$ cat config.mk
export PLATFORM = sky130hd
export DESIGN_NAME = bpd_ctrl
export DESIGN_NICKNAME = d
export VERILOG_FILES = /design/src/bpd_pkg.sv /design/src/bpd_ctrl.sv
export VERILOG_INCLUDE_DIRS = /design/src /design/src/src
export SDC_FILE = /design/constraint.sdc
export NUM_CORES = 1
export LEC_CHECK = 0
export BUFFER_PORTS_ARGS = -buffer_cell sky130_fd_sc_hd__buf_2
export CORE_UTILIZATION = 50
export CTS_CLUSTER_SIZE = 10
export DETAILED_ROUTE_END_ITERATION = 6
export PLACE_DENSITY = 0.79
export SLEW_MARGIN = 20
export SYNTH_ARGS = -nofsm -noshare
export SYNTH_HDL_FRONTEND = slang
export SYNTH_SLANG_ARGS = --single-unit
$ cat constraint.sdc
create_clock -name clk -period 3.2 [get_ports clk]
set_input_delay 0.8 -clock clk [delete_from_list [all_inputs] [get_ports clk]]
set_output_delay 0.8 -clock clk [all_outputs]
set_load 0.01 [all_outputs]
$ cat src/bounded_position_deque_assert.svh
// Assertion macros for the bounded position deque.
// Needs clk and arst_n in the scope of each use.
`ifndef BOUNDED_POSITION_DEQUE_ASSERT_SVH
`define BOUNDED_POSITION_DEQUE_ASSERT_SVH

`ifndef SYNTH
// same-cycle implication
`define BPD_ASSERT_IMPL(lbl, ant, cons) \
	lbl: assert property (@(posedge clk) disable iff (!arst_n) (ant) |-> (cons)) \
		else $error("bpd assertion failed: same-cycle check");
// next-cycle implication
`define BPD_ASSERT_NEXT(lbl, ant, cons) \
	lbl: assert property (@(posedge clk) disable iff (!arst_n) (ant) |=> (cons)) \
		else $error("bpd assertion failed: next-cycle check");
`else
`define BPD_ASSERT_IMPL(lbl, ant, cons)
`define BPD_ASSERT_NEXT(lbl, ant, cons)
`endif

`endif

$ cat src/bpd_pkg.sv
// Shared types for the bounded position deque.
// No dependencies.
package bpd_pkg;

	localparam int CNT_W = 9;

	typedef enum logic [2:0] {
		CMD_INS_HEAD = 3'd0,
		CMD_INS_TAIL = 3'd1,
		CMD_RM_HEAD  = 3'd2,
		CMD_RM_TAIL  = 3'd3,
		CMD_RD_HEAD  = 3'd4,
		CMD_RD_TAIL  = 3'd5,
		CMD_RD_INDEX = 3'd6,
		CMD_COUNT    = 3'd7
	} cmd_t;

	typedef enum logic [1:0] {
		ST_OK        = 2'd0,
		ST_FULL      = 2'd1,
		ST_EMPTY     = 2'd2,
		ST_BAD_INDEX = 2'd3
	} status_t;

	// Control part of a result, one stage behind the accepted command.
	typedef struct packed {
		logic             vld;    // result strobe
		logic             rd;     // read hit: entry comes from the RAM
		status_t          status;
		logic [CNT_W-1:0] count;  // entries after the command
	} res_ctl_t;

endpackage

$ cat src/bpd_ctrl.sv
// Ring pointer and count control for the bounded position deque.
// Depends on bpd_pkg and bounded_position_deque_assert.svh.
`include "bounded_position_deque_assert.svh"

module bpd_ctrl #(
	parameter int CAPACITY   = 256,
	parameter int COORD_BITS = 8
) (
	input  logic                        clk,
	input  logic                        arst_n,
	input  logic                        acc,
	input  bpd_pkg::cmd_t               cmd,
	input  logic [7:0]                  pos_x,
	input  logic [7:0]                  pos_y,
	input  logic [7:0]                  pos_symbol,
	input  logic [7:0]                  item_index,
	output logic                        ram_we,
	output logic [$clog2(CAPACITY)-1:0] ram_addr,
	output logic [2*COORD_BITS+7:0]     ram_wdata,
	output bpd_pkg::res_ctl_t           res_s1
);
	import bpd_pkg::*;

	localparam int PW   = $clog2(CAPACITY);
	localparam int CW   = $clog2(CAPACITY + 1);
	localparam int CMPW = (CW > 8) ? CW : 8;
	localparam int SW   = CMPW + 1;

	logic [PW-1:0] head_q, head_d;
	logic [CW-1:0] count_q, count_d;
	logic          full, empty, idx_ok;
	status_t       status;
	logic          rd_hit;

	// head + offset, offset never above CAPACITY: one compare-subtract
	function automatic logic [PW-1:0] wrap(input logic [SW-1:0] s);
		logic [SW-1:0] r;
		r = (s >= SW'(CAPACITY)) ? s - SW'(CAPACITY) : s;
		return r[PW-1:0];
	endfunction

	assign full   = (count_q == CW'(CAPACITY));
	assign empty  = (count_q == '0);
	assign idx_ok = (CMPW'(item_index) < CMPW'(count_q));

	assign ram_wdata = {pos_symbol, COORD_BITS'(pos_x), COORD_BITS'(pos_y)};

	always_comb begin
		head_d   = head_q;
		count_d  = count_q;
		status   = ST_OK;
		rd_hit   = 1'b0;
		ram_we   = 1'b0;
		ram_addr = head_q;
		case (cmd)
			CMD_INS_HEAD: begin
				if (full) begin
					status = ST_FULL;
				end else begin
					head_d   = (head_q == '0) ? PW'(CAPACITY - 1) : head_q - 1'b1;
					count_d  = count_q + 1'b1;
					ram_we   = acc;
					ram_addr = head_d;
				end
			end
			CMD_INS_TAIL: begin
				if (full) begin
					status = ST_FULL;
				end else begin
					count_d  = count_q + 1'b1;
					ram_we   = acc;
					ram_addr = wrap(SW'(head_q) + SW'(count_q));
				end
			end
			CMD_RM_HEAD: begin
				if (empty) begin
					status = ST_EMPTY;
				end else begin
					head_d  = (head_q == PW'(CAPACITY - 1)) ? '0 : head_q + 1'b1;
					count_d = count_q - 1'b1;
				end
			end
			CMD_RM_TAIL: begin
				if (empty) begin
					status = ST_EMPTY;
				end else begin
					count_d = count_q - 1'b1;
				end
			end
			CMD_RD_HEAD: begin
				if (empty) begin
					status = ST_BAD_INDEX;
				end else begin
					rd_hit = 1'b1;
				end
			end
			CMD_RD_TAIL: begin
				if (empty) begin
					status = ST_BAD_INDEX;
				end else begin
					rd_hit   = 1'b1;
					ram_addr = wrap(SW'(head_q) + SW'(count_q) - 1'b1);
				end
			end
			CMD_RD_INDEX: begin
				if (!idx_ok) begin
					status = ST_BAD_INDEX;
				end else begin
					rd_hit   = 1'b1;
					ram_addr = wrap(SW'(head_q) + SW'(item_index));
				end
			end
			default: begin
			end
		endcase
	end

	always_ff @(posedge clk or negedge arst_n) begin
		if (!arst_n) begin
			head_q        <= '0;
			count_q       <= '0;
			res_s1.vld    <= 1'b0;
			res_s1.rd     <= 1'b0;
			res_s1.status <= ST_OK;
			res_s1.count  <= '0;
		end else begin
			res_s1.vld <= acc;
			if (acc) begin
				head_q        <= head_d;
				count_q       <= count_d;
				res_s1.rd     <= rd_hit;
				res_s1.status <= status;
				res_s1.count  <= CNT_W'(count_d);
			end
		end
	end

	`BPD_ASSERT_IMPL(a_count_bound, 1'b1, count_q <= CW'(CAPACITY))
	`BPD_ASSERT_NEXT(a_insert_grows, ram_we, count_q == CW'($past(count_q) + 1'b1))
	`BPD_ASSERT_NEXT(a_rd_hold, acc && cmd >= CMD_RD_HEAD, {head_q, count_q} == $past({head_q, count_q}))

endmodule

==> run summary <==
Outcome - complete, but fails checks
Failing checks - setup timing
Via Count - 3729
Final Skew - 0.00319 ns
Top cells by count, synth - nand2_1 (41), a21oi_1 (39), ha_1 (32), o21ai_0 (32), nor2_1 (30)
Main synth FF type - dfrtp_1
Slew Limit Fails - 0
RR Endpoint - count_q[8]$_DFFE_PN0P_
RSZ-0062 raised after global routing - true
CTS H-tree lvls - 1
Setup crit start kind - register
Antenna Cells - 0
Via/cell ratio - 6.28
WL/cell - 18.4 µm
Fillers - 485
Worst R2R Path Depth - 9
Crit path kind - register to primary output
Final worst path period need - 3.62 ns
Count of final hold-check violations - 0
Total grt overflow - 0
Area post-placement - 3900 µm²
Post-synthesis xor/xnor area fraction - 8.01%
CTS root buffer - clkbuf_8
Number of enable flip-flop cells after synthesis - 0
Mapped Nets - 504
Die area - 6890 µm²
Routed Antenna Nets - 0
Initial DRC Count - 420
Max IR drop VDD - 0.722 mV
Simple-gate share of the synthesized area - 20.7%
F_max - 0.276 GHz
Critical Path AT - 2.82 ns
Flop2flop setup slack - 0.81 ns
Post-route insts no fill - 594
Setup Viol. Count Final - 8
Worst-path clk slew - 0.09 ns
Area leader, netlist - dfrtp_1
Largest net degree at the start of global routing - 22
Mapped Area - 3280 µm²
Detailed Route WL - 10900 µm
Cell area after layout - 4350 µm²
Max Cap Viol - 0
Crit end category - primary output
Total track usage - 30.4%
Synth top area share - 16.0%
# nets final - 591
Required time worst endpoint - 2.40 ns
PD cells - 1190 nW/µm²
Die Height - 83 µm
DRC - 0
Core area - 6350 µm²
CTS tree - built
Slew headroom - 50.4%
Sequential-to-total area share from yosys stat - 16.0%
Mapped Avg Cell Area - 7.61 µm²
Compound-Gate Fraction of Synth Area - 28.5%
Final Wtd Congestion - 0.931
Ys async rst share - 100%
Fin worst setup slack - -0.424 ns
CTS buffer count - 3
Syn Inst Count - 431
CTS Sinks - 21
Adder-cell share of the synthesized area - 14.0%
Die X - 83 µm
Period utilization - 113%
DR pass1 iterations - 5
Largest family of logic cells by synthesized area - compound AO/OA/AOI/OAI gates
Worst-Skew Late Latency - 0.27 ns
Area grow syn2layout - 32.6%
Crit path max fanout - 3
Post-DP HPWL - 7830 µm
Synth top area cells - dfrtp_1 (16%), ha_1 (12%), a21oi_1 (5.9%)
Placement row count - 29
Cells after DPL - 577
Vias in the first global route - 3440
Maximum clock insertion buffer count - 2
Synth warn - 0
Register bit count reported by yosys - 21
Worst-Margin Slew - 0.739 ns
RR Startpoint - count_q[0]$_DFFE_PN0P_
Hold WS - 0.501 ns
First-pass GRT wire length - 16900 µm
Share of cells above drive strength 1 - 35.0%
Initial Util - 51.7%
Setup_tns - -2.53 ns
Distinct cells, synth - 63
Static leakage - 0.00196 µW
Min-delay worst type - primary input to asynchronous set/reset pin
Number of placed I/O pins - 84
Initial antenna violation count - 0
Port Buffers - 35
Multiplexer share of the synthesized area - 2.29%
Top-count cell post-synth - nand2_1
-- layout by cell type (no fill, tap or decap), drive strengths merged, types with 4 or more instances in the layout --
master,netlist,routed
buf,32,125
nand2,42,42
a21oi,40,40
o21ai,34,34
ha,32,32
nor2,31,31
dfrtp,21,21
xnor2,21,21
inv,20,20
nand3,16,16
a211oi,11,11
xor2,9,9
nor3,8,8
nor4,7,7
a211o,6,6
mux2i,6,6
a21o,6,6
o21a,6,6
o22ai,5,5
nor2b,5,5
o211ai,5,5
and2,4,4
a31oi,4,4
o21bai,4,4
and3,4,4
-- state kept, by name (all words and copies together) (netlist names) --
name     cells
res_s1       4
head_q       8
count_q      9
-- worst max-delay path, cell delays in order (launching register included) --
cell and delay (ns):
dfrtp_1 0.45, ha_1 0.33, a21o_1 0.18, buf_4 0.13, nand4_1 0.20, and3_1 0.24, nor4_1 0.39, mux2i_1 0.16
xor2_1 0.18, o211ai_2 0.15, buf_2 0.15
-- layout make-up --
class / count / area [µm²] / area share [%]
Clock buffer: 3 / 41.3 / 0.949
Clock inverter: 1 / 5.00 / 0.115
Inverter: 20 / 75.1 / 1.73
Sequential cell: 21 / 527 / 12.1
Tap cell: 77 / 96.3 / 2.21
Timing Repair Buffer: 125 / 907 / 20.9
Multi-Input combinational cell: 347 / 2700 / 62.0
-- metal layers --
metal  vias up  wire, µm  global-route usage [%]
met5         -         0                       0
met4         0       539                    16.1
met3        39       744                    2.29
met2       199      5170                    51.0
met1      1767      4480                    39.1
li1       1724         -                       -
-- stage by stage --
stage | setup WS (ns) | total power (µW) | utilization, %
floorplan | 0.000338 | 2760 | -
CTS | -0.376 | 4650 | 66.0
global placement | -0.340 | 3890 | 61.5
detailed placement | -0.411 | 3990 | 61.5
finish | -0.424 | 5180 | 68.5
global route | -0.531 | 5490 | 68.5
-- how the worst max path moves through the flow --
stage	slack, ns	to	cells after the start	from
detailed placement	-0.41	ram_addr[2]	10	item_index[6]
global placement	-0.34	ram_addr[2]	10	item_index[6]
global route	-0.53	ram_addr[7]	11	head_q[0]$_DFFE_PN0P_
floorplan	0.0003	ram_addr[6]	9	item_index[0]
CTS	-0.38	ram_addr[7]	11	head_q[0]$_DFFE_PN0P_
finish	-0.42	ram_addr[7]	10	head_q[1]$_DFFE_PN0P_
-- cell families after synthesis --
| kind of cell | after synthesis |
|---|---|
| xor+xnor | 30 |
| compound gates | 142 |
| buf+inv | 63 |
| simple gates | 133 |
| mux | 7 |
| flops | 21 |
| fa+ha+maj | 35 |
-- power by group --
group	switching, µW	internal (µW)
sequential	109	373
combinational	2320	2190
clock	101	87.3
total	2530	2650
-- timing repair --
item | CTS | global route
setup endpoints to repair | 8 | 8
setup buffers | 8 | 5
hold buffers | 0 | 0
resized for setup | 38 | 22
pin swaps | 22 | 17
Power figures use the tool's default switching activity.
